### src/hdl/ipt_sqrt_cell.sv
`timescale 1ns / 1ps

// one restoring square root step: two radicand bits in, one root bit out
module ipt_sqrt_cell #(
  parameter int unsigned RW = 8,
  parameter int unsigned PW = 1
) (
  input  logic            clk_i,
  input  logic            rst_ni,
  input  logic            vld_i,
  input  logic [2*RW-1:0] rad_i,
  input  logic [RW+1:0]   rem_i,
  input  logic [RW-1:0]   root_i,
  input  logic [PW-1:0]   side_i,
  output logic            vld_o,
  output logic [2*RW-1:0] rad_o,
  output logic [RW+1:0]   rem_o,
  output logic [RW-1:0]   root_o,
  output logic [PW-1:0]   side_o
);

  logic [RW+1:0]   cur;
  logic [RW+1:0]   trial;
  logic            ge;
  logic            vld_q;
  logic [2*RW-1:0] rad_d, rad_q;
  logic [RW+1:0]   rem_d, rem_q;
  logic [RW-1:0]   root_d, root_q;
  logic [PW-1:0]   side_q;

  // incoming remainder and root are always short of their last bit
  assign cur    = {rem_i[RW-1:0], rad_i[2*RW-1 -: 2]};
  assign trial  = {1'b0, root_i[RW-2:0], 2'b01};
  assign ge     = cur >= trial;
  assign rem_d  = ge ? (cur - trial) : cur;
  assign root_d = {root_i[RW-2:0], ge};
  assign rad_d  = rad_i << 2;

  always_ff @(posedge clk_i or negedge rst_ni) begin
    if (!rst_ni) begin
      vld_q <= 1'b0;
    end else begin
      vld_q <= vld_i;
    end
  end

  always_ff @(posedge clk_i) begin
    rad_q  <= rad_d;
    rem_q  <= rem_d;
    root_q <= root_d;
    side_q <= side_i;
  end

  assign vld_o  = vld_q;
  assign rad_o  = rad_q;
  assign rem_o  = rem_q;
  assign root_o = root_q;
  assign side_o = side_q;

endmodule

### src/hdl/ipt_sqrt_chain.sv
`timescale 1ns / 1ps

// floor square root, one cell per root bit
module ipt_sqrt_chain #(
  parameter int unsigned RW = 8,
  parameter int unsigned PW = 1
) (
  input  logic            clk_i,
  input  logic            rst_ni,
  input  logic            vld_i,
  input  logic [2*RW-1:0] rad_i,
  input  logic [PW-1:0]   side_i,
  output logic            vld_o,
  output logic [RW-1:0]   root_o,
  output logic [PW-1:0]   side_o
);

  logic            vld  [0:RW];
  logic [2*RW-1:0] rad  [0:RW];
  logic [RW+1:0]   rem  [0:RW];
  logic [RW-1:0]   root [0:RW];
  logic [PW-1:0]   side [0:RW];

  assign vld[0]  = vld_i;
  assign rad[0]  = rad_i;
  assign rem[0]  = '0;
  assign root[0] = '0;
  assign side[0] = side_i;

  for (genvar k = 0; k < RW; k++) begin : g_cell
    ipt_sqrt_cell #(
      .RW(RW),
      .PW(PW)
    ) u_cell (
      .clk_i  (clk_i),
      .rst_ni (rst_ni),
      .vld_i  (vld[k]),
      .rad_i  (rad[k]),
      .rem_i  (rem[k]),
      .root_i (root[k]),
      .side_i (side[k]),
      .vld_o  (vld[k+1]),
      .rad_o  (rad[k+1]),
      .rem_o  (rem[k+1]),
      .root_o (root[k+1]),
      .side_o (side[k+1])
    );
  end

  assign vld_o  = vld[RW];
  assign root_o = root[RW];
  assign side_o = side[RW];

endmodule

### config.mk
export PLATFORM = sky130hd
export DESIGN_NAME = ipt_sqrt_chain
export DESIGN_NICKNAME = d
export VERILOG_FILES = /design/src/hdl/ipt_sqrt_cell.sv /design/src/hdl/ipt_sqrt_chain.sv
export SDC_FILE = /design/constraint.sdc
export NUM_CORES = 1
export LEC_CHECK = 0
export BUFFER_PORTS_ARGS = -buffer_cell sky130_fd_sc_hd__buf_4
export CAP_MARGIN = 40
export CORE_ASPECT_RATIO = 1.2
export CORE_MARGIN = 5
export CORE_UTILIZATION = 55
export DETAILED_ROUTE_END_ITERATION = 6
export GPL_ROUTABILITY_DRIVEN = 0
export PLACE_DENSITY = 0.73
export SYNTH_ARGS = -nofsm -noshare
export SYNTH_HDL_FRONTEND = slang
export SYNTH_SLANG_ARGS = --single-unit
export TNS_END_PERCENT = 50
### constraint.sdc
create_clock -name clk_i -period 6.1 [get_ports clk_i]
set_clock_uncertainty 0.15 [all_clocks]
set_input_delay 1.83 -clock clk_i [delete_from_list [all_inputs] [get_ports clk_i]]
set_output_delay 1.83 -clock clk_i [all_outputs]
set_load 0.03 [all_outputs]
# Word-level counts from Yosys, hierarchy flattened
# Index checks and enable logic that the tools add are counted.
[totals]
mem_bits_rw = 0
reg_bits = 159
n_memories = 0
mem_bits_ro = 0
in_bits = 20
latch_bits = 0
[classes]
bitwise = 0
n_lt_le_gt_ge = 8
n_reduce_logical = 0
multipliers = 0
div = 0
add_sub_neg = 7
n_eq_ne = 0
muxes = 7
shift = 0
[ops]
columns = ["operator", "n"]
rows = [
  ["8-bit 2-to-1 mux", 6],
  ["10-bit by 3-bit greater-or-equal comparator with 1-bit output", 1],
  ["10-bit by 4-bit greater-or-equal comparator with 1-bit output", 1],
  ["10-bit by 5-bit greater-or-equal comparator with 1-bit output", 1],
  ["10-bit by 6-bit greater-or-equal comparator with 1-bit output", 1],
  ["10-bit by 7-bit greater-or-equal comparator with 1-bit output", 1],
  ["10-bit by 8-bit greater-or-equal comparator with 1-bit output", 1],
  ["10-bit by 9-bit greater-or-equal comparator with 1-bit output", 1],
  ["8-bit by 3-bit subtractor with 8-bit output", 1],
  ["8-bit by 4-bit subtractor with 8-bit output", 1],
  ["8-bit by 5-bit subtractor with 8-bit output", 1],
  ["8-bit by 6-bit subtractor with 8-bit output", 1],
  ["8-bit by 7-bit subtractor with 8-bit output", 1],
  ["8-bit subtractor", 1],
  ["2-bit by 1-bit subtractor with 3-bit output (second input constant)", 1],
  ["2-bit by 1-bit greater-or-equal comparator with 1-bit output (second input constant)", 1],
  ["2-bit 2-to-1 mux", 1],
]

# Depth between registers and ports, before layout
[logic_depth]
ltp_word = 2
ltp_mapped = 8

# By module
# Synthesis repeated with hierarchy kept, for this count alone.
[unflattened]
hier_cells = 950
area_unflattened_um2 = 10568.9
[by_module_without_submodules]
columns = ["module", "area_per_inst_um2", "cells_each", "instances"]
rows = [
  ["ipt_sqrt_cell at g_cell[1].u_cell ...", 1337.5, 118, 4],
  ["ipt_sqrt_cell at g_cell[5].u_cell ...", 1306.3, 118, 3],
  ["ipt_sqrt_cell at g_cell[0].u_cell", 1296.2, 123, 1],
  ["ipt_sqrt_chain", 3.8, 1, 1],
]

# Worst setup path after synthesis
# No wires, ideal clock.
[synth_timing]
path_kind = "reg2out"
from = "register g_cell[7].u_cell.vld_q"
to = "output port vld_o"
arrival_ps = 467
t_required_ps = 4120
n_path_buf = 0
stages_incl_launch_ff = 1
slack_ps = 3653
cell_sequence = "dfrtp_1"
[synth_rtl]
columns = ["item", "line_no", "source"]
rows = [
  ["start, declared", "ipt_sqrt_cell.sv:25", "logic vld_q;"],
  ["start signal, assigned", "ipt_sqrt_cell.sv:43", "vld_q <= vld_i;"],
  ["end, declared", "ipt_sqrt_chain.sv:13", "output logic vld_o,"],
]
# No word-level cell between the ends.

# Worst setup path after layout
[layout_timing]
from = "register g_cell[7].u_cell.vld_q"
to = "output port vld_o"
# No word-level cell between the ends.

==> metrics <==
Initial DRC Count=75; Setup Total Neg Slack=0 ns; Crit. End Element=primary output; ANT nets after route=0; CTS Hold Bufs=0; top-level I/O count=30; Hold WS=0.174 ns; Yosys Warn Count=0; Initial Util=0.561; # port buffers=29; routed vias/inst=4.96; Sink Count=159; core area=0.00947 mm²; Die Area=0.0117 mm²; Max Fanout on Critical Path=1; CTS tree=yes; Final Hold Fails=0; maximum clock rate=342 MHz; post-placement setup slack=3.60 ns; crit-path max cell delay=0.37 ns; post-CTS setup buffers=0; Setup-failing EPs final=0; syn avg cell area=11.6 µm²; Crit path depth=1; largest area contributor in the netlist=dfxtp_1; hpwl dp=5570 µm; H-tree levels=4; placed inst area=0.00566 mm²; relative slew slack=0.631; slowest CP cell=dfrtp_1; fin crit share=0.479; register area share after synthesis=0.607; WL/cell=12.0 µm; maximum VDD drop=0.272 mV; Overflow after GRT=0; DRT Wirelength=7650 µm; worst reg2reg endpoint=g_cell[6].u_cell.rem_o[3]$_DFF_P_; Worst-path clk slew=0.06 ns; number of synthesized flops with an enable pin=0; post-CTS sizing=0; CP Cell Sequence=buf_4; number of synthesized register bits=159; Critical Path RT=4.12 ns; share of cells above drive strength 1=0.166; first-pass GRT wire length=13500 µm; root buffer cell=clkbuf_16; die width=99.7 µm; Critical Path Source Type=flip-flop; Synth area leaders=dfxtp_1 (57%), ha_1 (9.4%), xnor2_1 (3.8%); Layout area overhead=18.2%; register-to-register path setup slack=3.80 ns; max cap viols=0; Synth Net Count=519; Final Slew Violations=0; Die Y=118 µm; post-synth top area share=0.569; pin count of the biggest net entering global routing=17; final worst slack=3.18 ns; worst path bufs/invs=1; Hold Path Class=flip-flop to flip-flop; leakage power=0.00298 µW; cell count after synthesis=459; First-pass DRT Iterations=4; Worst Tran Pin Value=0.553 ns; PD cells=486 mW/mm²; row cnt=39; CP delay by family, top=flip-flops; residual DRC count=0; fin nets=564; Crit Path Category=flip-flop to primary output; Cell Area, Synth=0.00531 mm²; R2R depth=7; crit path from=g_cell[7].u_cell.vld_o$_DFF_PN0_; Async SR Flop Fraction=0.0503; Main synth FF type=dfxtp_1; status=complete, no violations; RSZ-0062 raised after global routing=false; number of buffers created by CTS=17; Tmin final=2.92 ns; Tot GR Track Use=0.146; vias in the first global route=3231; worst r2r src=g_cell[5].u_cell.root_o[0]$_DFF_P_; ANT cells=0; Final Instance Area=0.00628 mm²; Yosys cell types=52; clk buf depth=2; vias=3175; clk_lat worst skew=0.41 ns; antenna violations before repair=0; commonest cells in the synthesized netlist=dfxtp_1 (151), inv_1 (44), ha_1 (40); most frequent cell after synthesis=dfxtp_1; CP arrival=0.94 ns; crit path to=vld_o
per-stage QoR:
stage                     std cells  utilization  total power, µW
final                           640        0.664             3050
after global routing            640        0.664             3230
after CTS                       640        0.664             3080
after detailed placement        608        0.598             2000
after global placement          608        0.598             1970
after floorplan                 459            -             1850
kinds of logic (layout without fill, tap and decap cells):
group	count (synthesis)	after routing	synth area share
AO/OA/AOI/OAI	68	68	0.0841
XOR/XNOR	30	30	0.0494
adder cells (fa/ha/maj)	40	40	0.0942
buffers and inverters	48	106	0.0363
flip-flops	159	159	0.607
multiplexers	16	16	0.0330
other	1	1	0.000706
AND/OR/NAND/NOR	97	97	0.0958
power breakdown:
| group | total (µW) | internal, µW | leakage, µW | switching (µW) |
|---|---|---|---|---|
| logic | 674 | 337 | 0.00132 | 337 |
| registers | 1300 | 1220 | 0.00136 | 78.6 |
| clock network | 1070 | 663 | 0.000305 | 412 |
| total | 3050 | 2220 | 0.00298 | 827 |
registers in the layout (all words and copies together) (netlist names):
register,count
g_cell.u_cell.rad_o,56
g_cell.u_cell.rem_o,51
g_cell.u_cell.root_o,36
g_cell.u_cell.side_o,8
g_cell.u_cell.vld_o,8
per-layer routing:
metal,global-route usage,up-vias,part of all wire
li1,-,1629,-
met1,0.140,1469,0.39
met2,0.258,56,0.53
met3,0.0575,21,0.041
met4,0.0854,0,0.031
met5,0,-,0
how the worst min path moves through the flow:
stage | from | to | slack, ns | depth (start not counted)
3_3_place_gp | g_cell[2].u_cell.side_o$_DFF_P_ | g_cell[3].u_cell.side_o$_DFF_P_ | 0.16 | 0
5_1_grt | g_cell[3].u_cell.rad_o[11]$_DFF_P_ | g_cell[4].u_cell.rad_o[13]$_DFF_P_ | 0.17 | 0
2_1_floorplan | g_cell[0].u_cell.rad_o[8]$_DFF_P_ | g_cell[1].u_cell.rad_o[10]$_DFF_P_ | 0.16 | 0
3_5_place_dp | g_cell[0].u_cell.rad_o[8]$_DFF_P_ | g_cell[1].u_cell.rad_o[10]$_DFF_P_ | 0.16 | 0
4_1_cts | g_cell[1].u_cell.rad_o[6]$_DFF_P_ | g_cell[2].u_cell.rad_o[8]$_DFF_P_ | 0.17 | 0
6_report | g_cell[1].u_cell.rad_o[6]$_DFF_P_ | g_cell[2].u_cell.rad_o[8]$_DFF_P_ | 0.17 | 0
layout by cell type (no fill, tap or decap), types with 12 or more instances in the layout:
master and count:
nand2_1 16, inv_1 44, nand2b_1 14, nor2_1 29, dfxtp_1 151, o21ai_0 17, mux2_2 12, ha_1 40
buf_4 29, a21oi_1 24, clkbuf_16 17, xnor2_1 23
layout make-up:
type	count	area, µm²
repair buffers	29	218
inverters	45	169
clock buffers	18	439
fillers	723	3180
multi-input cells	252	1900
well taps	123	154
flip-flops and latches	159	3220
clock inverters	14	183
(Power assumes the default switching activity.)
