===== config.mk =====
export PLATFORM = sky130hd
export DESIGN_NAME = ipt_div_cell
export DESIGN_NICKNAME = d
export VERILOG_FILES = /design/src/hdl/ipt_pkg.sv /design/src/hdl/ipt_div_cell.sv
export SDC_FILE = /design/constraint.sdc
export NUM_CORES = 1
export LEC_CHECK = 0
export BUFFER_PORTS_ARGS = -buffer_cell sky130_fd_sc_hd__buf_2
export CAP_MARGIN = 20
export CORE_MARGIN = 5
export CORE_UTILIZATION = 43
export CTS_CLUSTER_SIZE = 24
export DETAILED_ROUTE_END_ITERATION = 7
export HOLD_SLACK_MARGIN = 0.08
export PLACE_DENSITY_LB_ADDON = 0.25
export REMOVE_ABC_BUFFERS = 1
export SLEW_MARGIN = 20
export SYNTH_ARGS = -nofsm -noshare
export SYNTH_HDL_FRONTEND = slang
export SYNTH_SLANG_ARGS = --single-unit

===== constraint.sdc =====
create_clock -name clk_i -period 0.8 [get_ports clk_i]
set_input_delay 0.16 -clock clk_i [delete_from_list [all_inputs] [get_ports clk_i]]
set_output_delay 0.16 -clock clk_i [all_outputs]
set_load 0.03 [all_outputs]

===== src/hdl/ipt_pkg.sv =====
`timescale 1ns / 1ps

package ipt_pkg;

  // field widths
  localparam int unsigned TIME_W   = 40;
  localparam int unsigned PHASE_W  = 48;
  localparam int unsigned COEF_W   = 32;
  localparam int unsigned ORDER_W  = 3;
  localparam int unsigned STATUS_W = 2;

  // configuration port
  localparam int unsigned ADDR_W = 5;
  localparam int unsigned DATA_W = 32;

  // fixed-point formats
  localparam int unsigned FRAC_BITS_DEF = 16;
  localparam int unsigned ROOT_FRAC     = 32;
  localparam int unsigned COEF_FRAC     = 24;
  localparam int unsigned SPLIT_W       = 24;
  localparam int unsigned DIV_W         = 32;

  // term selection thresholds
  localparam logic [ORDER_W-1:0] ORD_TERM_TWO   = 3'd2;
  localparam logic [ORDER_W-1:0] ORD_TERM_THREE = 3'd3;
  localparam logic [ORDER_W-1:0] ORD_TERM_FOUR  = 3'd4;

  // reset values
  localparam logic [ORDER_W-1:0] ORDER_RST = 3'd4;
  localparam logic [COEF_W-1:0]  MASS_RST  = 32'h2000_0000;

  // saturation limits
  localparam logic [PHASE_W-1:0] PHASE_POS_LIM = {1'b0, {(PHASE_W-1){1'b1}}};
  localparam logic [PHASE_W-1:0] PHASE_NEG_LIM = {1'b1, {(PHASE_W-1){1'b0}}};

  typedef enum logic [STATUS_W-1:0] {
    ST_OK       = 2'd0,
    ST_TIME_BAD = 2'd1,
    ST_SAT      = 2'd2
  } status_e;

  typedef enum logic [2:0] {
    REG_ORDER      = 3'd0,
    REG_COEF_TWO   = 3'd1,
    REG_COEF_THREE = 3'd2,
    REG_COEF_FOUR  = 3'd3,
    REG_MASS       = 3'd4
  } reg_idx_e;

endpackage


===== src/hdl/ipt_div_cell.sv =====
`timescale 1ns / 1ps

// one restoring division step: one dividend bit in, one quotient bit out
module ipt_div_cell #(
  parameter int unsigned PW = 1
) (
  input  logic                       clk_i,
  input  logic                       rst_ni,
  input  logic                       vld_i,
  input  logic [ipt_pkg::DIV_W-1:0]  rem_i,
  input  logic [ipt_pkg::PHASE_W-1:0] num_i,
  input  logic [ipt_pkg::PHASE_W-1:0] quo_i,
  input  logic [PW-1:0]              side_i,
  input  logic [ipt_pkg::DIV_W-1:0]  den_i,
  output logic                       vld_o,
  output logic [ipt_pkg::DIV_W-1:0]  rem_o,
  output logic [ipt_pkg::PHASE_W-1:0] num_o,
  output logic [ipt_pkg::PHASE_W-1:0] quo_o,
  output logic [PW-1:0]              side_o
);

  localparam int unsigned DW = ipt_pkg::DIV_W;
  localparam int unsigned QW = ipt_pkg::PHASE_W;

  logic [DW:0]   cur;
  logic [DW:0]   diff;
  logic          ge;
  logic          vld_q;
  logic [DW-1:0] rem_d, rem_q;
  logic [QW-1:0] num_d, num_q;
  logic [QW-1:0] quo_d, quo_q;
  logic [PW-1:0] side_q;

  assign cur   = {rem_i, num_i[QW-1]};
  assign diff  = cur - {1'b0, den_i};
  assign ge    = cur >= {1'b0, den_i};
  assign rem_d = ge ? diff[DW-1:0] : cur[DW-1:0];
  assign num_d = num_i << 1;
  assign quo_d = {quo_i[QW-2:0], ge};

  always_ff @(posedge clk_i or negedge rst_ni) begin
    if (!rst_ni) begin
      vld_q <= 1'b0;
    end else begin
      vld_q <= vld_i;
    end
  end

  always_ff @(posedge clk_i) begin
    rem_q  <= rem_d;
    num_q  <= num_d;
    quo_q  <= quo_d;
    side_q <= side_i;
  end

  assign vld_o  = vld_q;
  assign rem_o  = rem_q;
  assign num_o  = num_q;
  assign quo_o  = quo_q;
  assign side_o = side_q;

endmodule


==> results of run 1 <==
==> cells by family after synthesis <==
kind of cell	count (synthesis)	synth area share
flip-flops	129	0.525
AO/OA/AOI/OAI	120	0.149
AND/OR/NAND/NOR	107	0.106
buffers and inverters	64	0.0592
adder cells (fa/ha/maj)	33	0.0853
XOR/XNOR	26	0.0462
multiplexers	10	0.0284
other	1	0.000761
==> metrics by stage <==
stage	hold WS (ns)	setup TNS [ns]
3_3_place_gp	-0.0657	-57.37
2_1_floorplan	-0.136	-72.59
4_1_cts	0.0483	-68.71
3_5_place_dp	-0.0633	-58.64
==> what timing repair did <==
action | 4_1_cts
pin swaps | 11
cloned | 3
hold endpoints to repair | 126
resized for setup | 458
hold buffers | 124
setup endpoints to repair | 162
setup buffers | 13
==> routing by layer <==
layer,overflow,GRT usage
met5,0,0.285
met4,160,1.04
met3,4,0.704
met2,371,1.10
met1,2,0.793
==> metrics.md, run 1 <==
| Metric | Value |
|---|---|
| Core Rows | 39 |
| Starting density of the core | 0.435 |
| First error | [ERROR GRT-0232] Routing congestion too high. Check the congestion heatmap in the GUI. |
| Largest net degree at the start of global routing | 17 |
| H-tree depth | 4 |
| Synth area leader | dfxtp_1 |
| Syn Inst Count | between 400 and 500 |
| Seq/Total Area, Yosys | 0.525 |
| Exit stage | global routing (5_1_grt) |
| Die Width | 117 um |
| Asr flop ratio synth | 0.00775 |
| Count leader, synth | dfxtp_1 |
| I/O pin cnt | 294 |
| GP Congestion | 0.838 |
| Outcome | aborted with a tool error |
| Largest cells by area after synthesis | dfxtp_1 52%, ha_1 8.1%, a21oi_1 5.5% |
| Post-synthesis cell type count | 51 |
| CTS max path bufs | 2 |
| Dpl cells | 1017 |
| Synth Cell Area | 4930 um^2 |
| Detail Placement HPWL | 13300 um |
| Synthesized flop and latch total | ~130 |
| Placement Setup Slack | -1.94 ns |
| Die Ht | 117 um |
| CTS Buf Count | 17 |
| Clock Tree Root | clkbuf_16 |
| Syn. warnings | 0 |
| Worst EP kind | register input |
| Post-DP Area | around 7300 um^2 |
| Worst setup endpoint GRT | rem_o[30]$_DFF_P_/D |
| Port Buf Inserts | 291 |
| CTS sink count | 129 |
| EDFF count, synth | 0 |
| GRT overflow | 537 |
| GRT Total Usage | 0.882 |
| Synth top area share | 0.520 |
| List of most frequent post-synthesis cells | 128 x dfxtp_1, 54 x a21oi_1, 46 x inv_1, 37 x nor2_1, 32 x ha_1 |
| Synthesized area per cell | 10.1 um^2 |
| Synth Flop Type | dfxtp_1 |
==> inputs of run 2 (changes only) <==
- CORE_UTILIZATION: 43 -> 40
- CTS_CLUSTER_SIZE: 24 -> default
- HOLD_SLACK_MARGIN: 0.08 -> default
- PLACE_DENSITY_LB_ADDON: 0.25 -> 0.15
==> metrics.md, run 2 <==
| Metric | Value |
|---|---|
| Final setup vio count | between 150 and 200 |
| Setup TNS | -73.00 ns |
| Via-to-Cell Ratio | between 5 and 6 |
| Syn. warnings | 0 |
| H-tree depth | 4 |
| Worst path required time | 1.11 ns |
| Net Sw Frac | 0.330 |
| Die Ht | about 120 um |
| Detail Placement HPWL | roughly 13000 um |
| Setup Crit Path Kind | in2reg |
| GP Congestion | around 0.9 |
| CTS sink count | about 130 |
| Die Width | 121 um |
| Largest net degree at the start of global routing | 23 |
| Core Box Area | 12100 um^2 |
| Psw | 7.55 mW |
| Dpl cells | roughly 1000 |
| Count leader, synth | dfxtp_1 |
| Post-Layout Cell Count | 1194 |
| Port Buf Inserts | 291 |
| Most common cell after layout, fill and taps aside | buf_2 |
| Asr flop ratio synth | 0.00775 |
| Max Slew Vio Count | 0 |
| Pwr/cell area | 2140 nW/um^2 |
| Setup ws final | -1.37 ns |
| Final Cycle Share | 2.72 |
| HP Class | in2reg |
| Largest register FFs | 48 |
| Post-synthesis cell type count | 51 |
| Hold depth | 3 |
| Synthesized area per cell | 10.1 um^2 |
| Antenna violations before repair | 2 |
| Min-delay src | rem_i[20] |
| Placement Setup Slack | -1.90 ns |
| Syn Inst Count | 490 |
| Synthesized flop and latch total | 129 |
| Design Power | 22.9 mW |
| RSZ-0062 raised after global routing | true |
| Min Tclk post-route | 2.17 ns |
| CP Max Fanout | 6 |
| Internal power | ~15 mW |
| Max Cap Viol | 0 |
| Critical Path Source Type | input port |
| Seq/Total Area, Yosys | 0.525 |
| Highest clock rate | 0.460 GHz |
| Largest cells by area after synthesis | dfxtp_1 52%, ha_1 8.1%, a21oi_1 5.5% |
| Clock Tree Root | clkbuf_16 |
| TritonRoute pass-1 iters | 7 |
| Final wirelength | between 20000 and 30000 um |
| Area Growth Syn to Fin | 117% |
| Avg WL per Cell | 22.7 um |
| Clock power frac | 0.335 |
| Starting density of the core | 0.408 |
| I/O pin cnt | a little under 300 |
| Number of remaining DRC errors | 0 |
| Global-route wire length before repair | roughly 36000 um |
| VDD IR max | roughly 0.0011 V |
| GRT Total Usage | 0.320 |
| Clk slew on worst S/H paths | 0.06 ns |
| CTS max path bufs | 2 |
| Vias | 6263 |
| Failing checks | setup timing |
| Final hold violations | 0 |
| Hold WS | 0.00962 ns |
| Lkg Pwr | 5.04 nW |
| Synth Flop Type | dfxtp_1 |
| Die area | 14600 um^2 |
| Arrival @ worst endpoint | 2.49 ns |
| Outcome | finished, violations left |
| Synth top area share | 0.520 |
| Routed Antenna Nets | 0 |
| EDFF count, synth | 0 |
| Share of layout cells above drive strength 1 | 0.655 |
| Synth area leader | dfxtp_1 |
| Comb power frac | 0.334 |
| Register share of total power | 0.331 |
| Core Rows | 40 |
| List of most frequent post-synthesis cells | 128 x dfxtp_1, 54 x a21oi_1, 46 x inv_1, 37 x nor2_1, 32 x ha_1 |
| CTS Buf Count | 17 |
| GRT overflow | 0 |
| Worst Hold End | rem_o[21]$_DFF_P_ |
| Final Net Count | ~1200 |
| CTS tree | done |
| Synth Cell Area | just under 5000 um^2 |
| Drt first-iter violations | 448 |
| Vias in the first global route | 6482 |
| Most frequent cells in the layout | 160 x buf_2, 133 x buf_6, 128 x dfxtp_2 |
| CP Capture Type | flip-flop |
## run 2: cell counts after synthesis
Identical to the previous run, type by type.
## run 2: cell families (layout without fill, tap and decap cells)
family	count (synthesis)	count (layout)	share of synthesized area
simple gates	107	107	0.106
mux	10	10	0.0284
other cells	1	4	0.000761
buf+inv	64	597	0.0592
compound gates	120	120	0.149
flops	129	129	0.525
xor+xnor	26	26	0.0462
fa+ha+maj	33	33	0.0853
## run 2: how the worst max path moves through the flow
stage | startpoint | end
detailed placement | rem_i[1] | rem_o[31]$_DFF_P_
finish | num_i[47] | rem_o[28]$_DFF_P_
floorplan | den_i[23] | rem_o[3]$_DFF_P_
global placement | num_i[47] | rem_o[30]$_DFF_P_
CTS | rem_i[22] | rem_o[5]$_DFF_P_
global route | den_i[5] | rem_o[31]$_DFF_P_
## run 2: final cells by class
| type | count | area (um^2) |
|---|---|---|
| Timing Repair Buffer | 519 | 4370 |
| Sequential cell | 129 | 2750 |
| Multi-Input combinational cell | 297 | 2610 |
| Fill cell | 483 | 1370 |
| Clock buffer | 19 | 443 |
| Tap cell | 168 | 210 |
| Inverter | 46 | 175 |
| Clock inverter | 13 | 126 |
| Antenna cell | 3 | 7.51 |
## run 2: per-layer routing
metal,share of wire,up-vias,global-route usage
met5,0,-,0
met4,0.066,0,0.153
met3,0.073,135,0.0951
met2,0.50,428,0.591
met1,0.36,2981,0.327
li1,-,2719,-
## run 2: worst max-delay path: stages
cell and delay (ns):
buf_2 0.12, inv_2 0.06, ha_4 0.17, fa_2 0.39, nor2b_4 0.16, o2111ai_4 0.19, a21oi_4 0.23, o31ai_4 0.09
a21oi_4 0.27, a21boi_0 0.20, xor2_1 0.19, a21oi_1 0.25
## run 2: stage by stage
stage,util,instance area (um^2)
global route,0.886,10700
floorplan,-,4810
CTS,0.854,10300
finish,0.886,10700
global placement,0.605,7300
detailed placement,0.605,7300
## run 2: what timing repair did
item	in CTS	in global routing
pin swaps	6	21
cloned	2	1
setup buffers	5	10
endpoints found under the hold margin	103	0
hold buffers	103	0
setup endpoints to repair	162	162
resized for setup	454	63
## run 2: power by group through the flow
stage | logic (mW) | registers (mW) | clock network, mW
floorplan | 1.65 | 8.67 | 0
global placement | 5.14 | 7.33 | 0
detailed placement | 5.19 | 7.35 | 0
CTS | 6.79 | 7.50 | 7.52
global route | 7.91 | 7.62 | 8.00
finish | 7.64 | 7.57 | 7.67
Note: power is estimated with default switching activity, not from simulation.
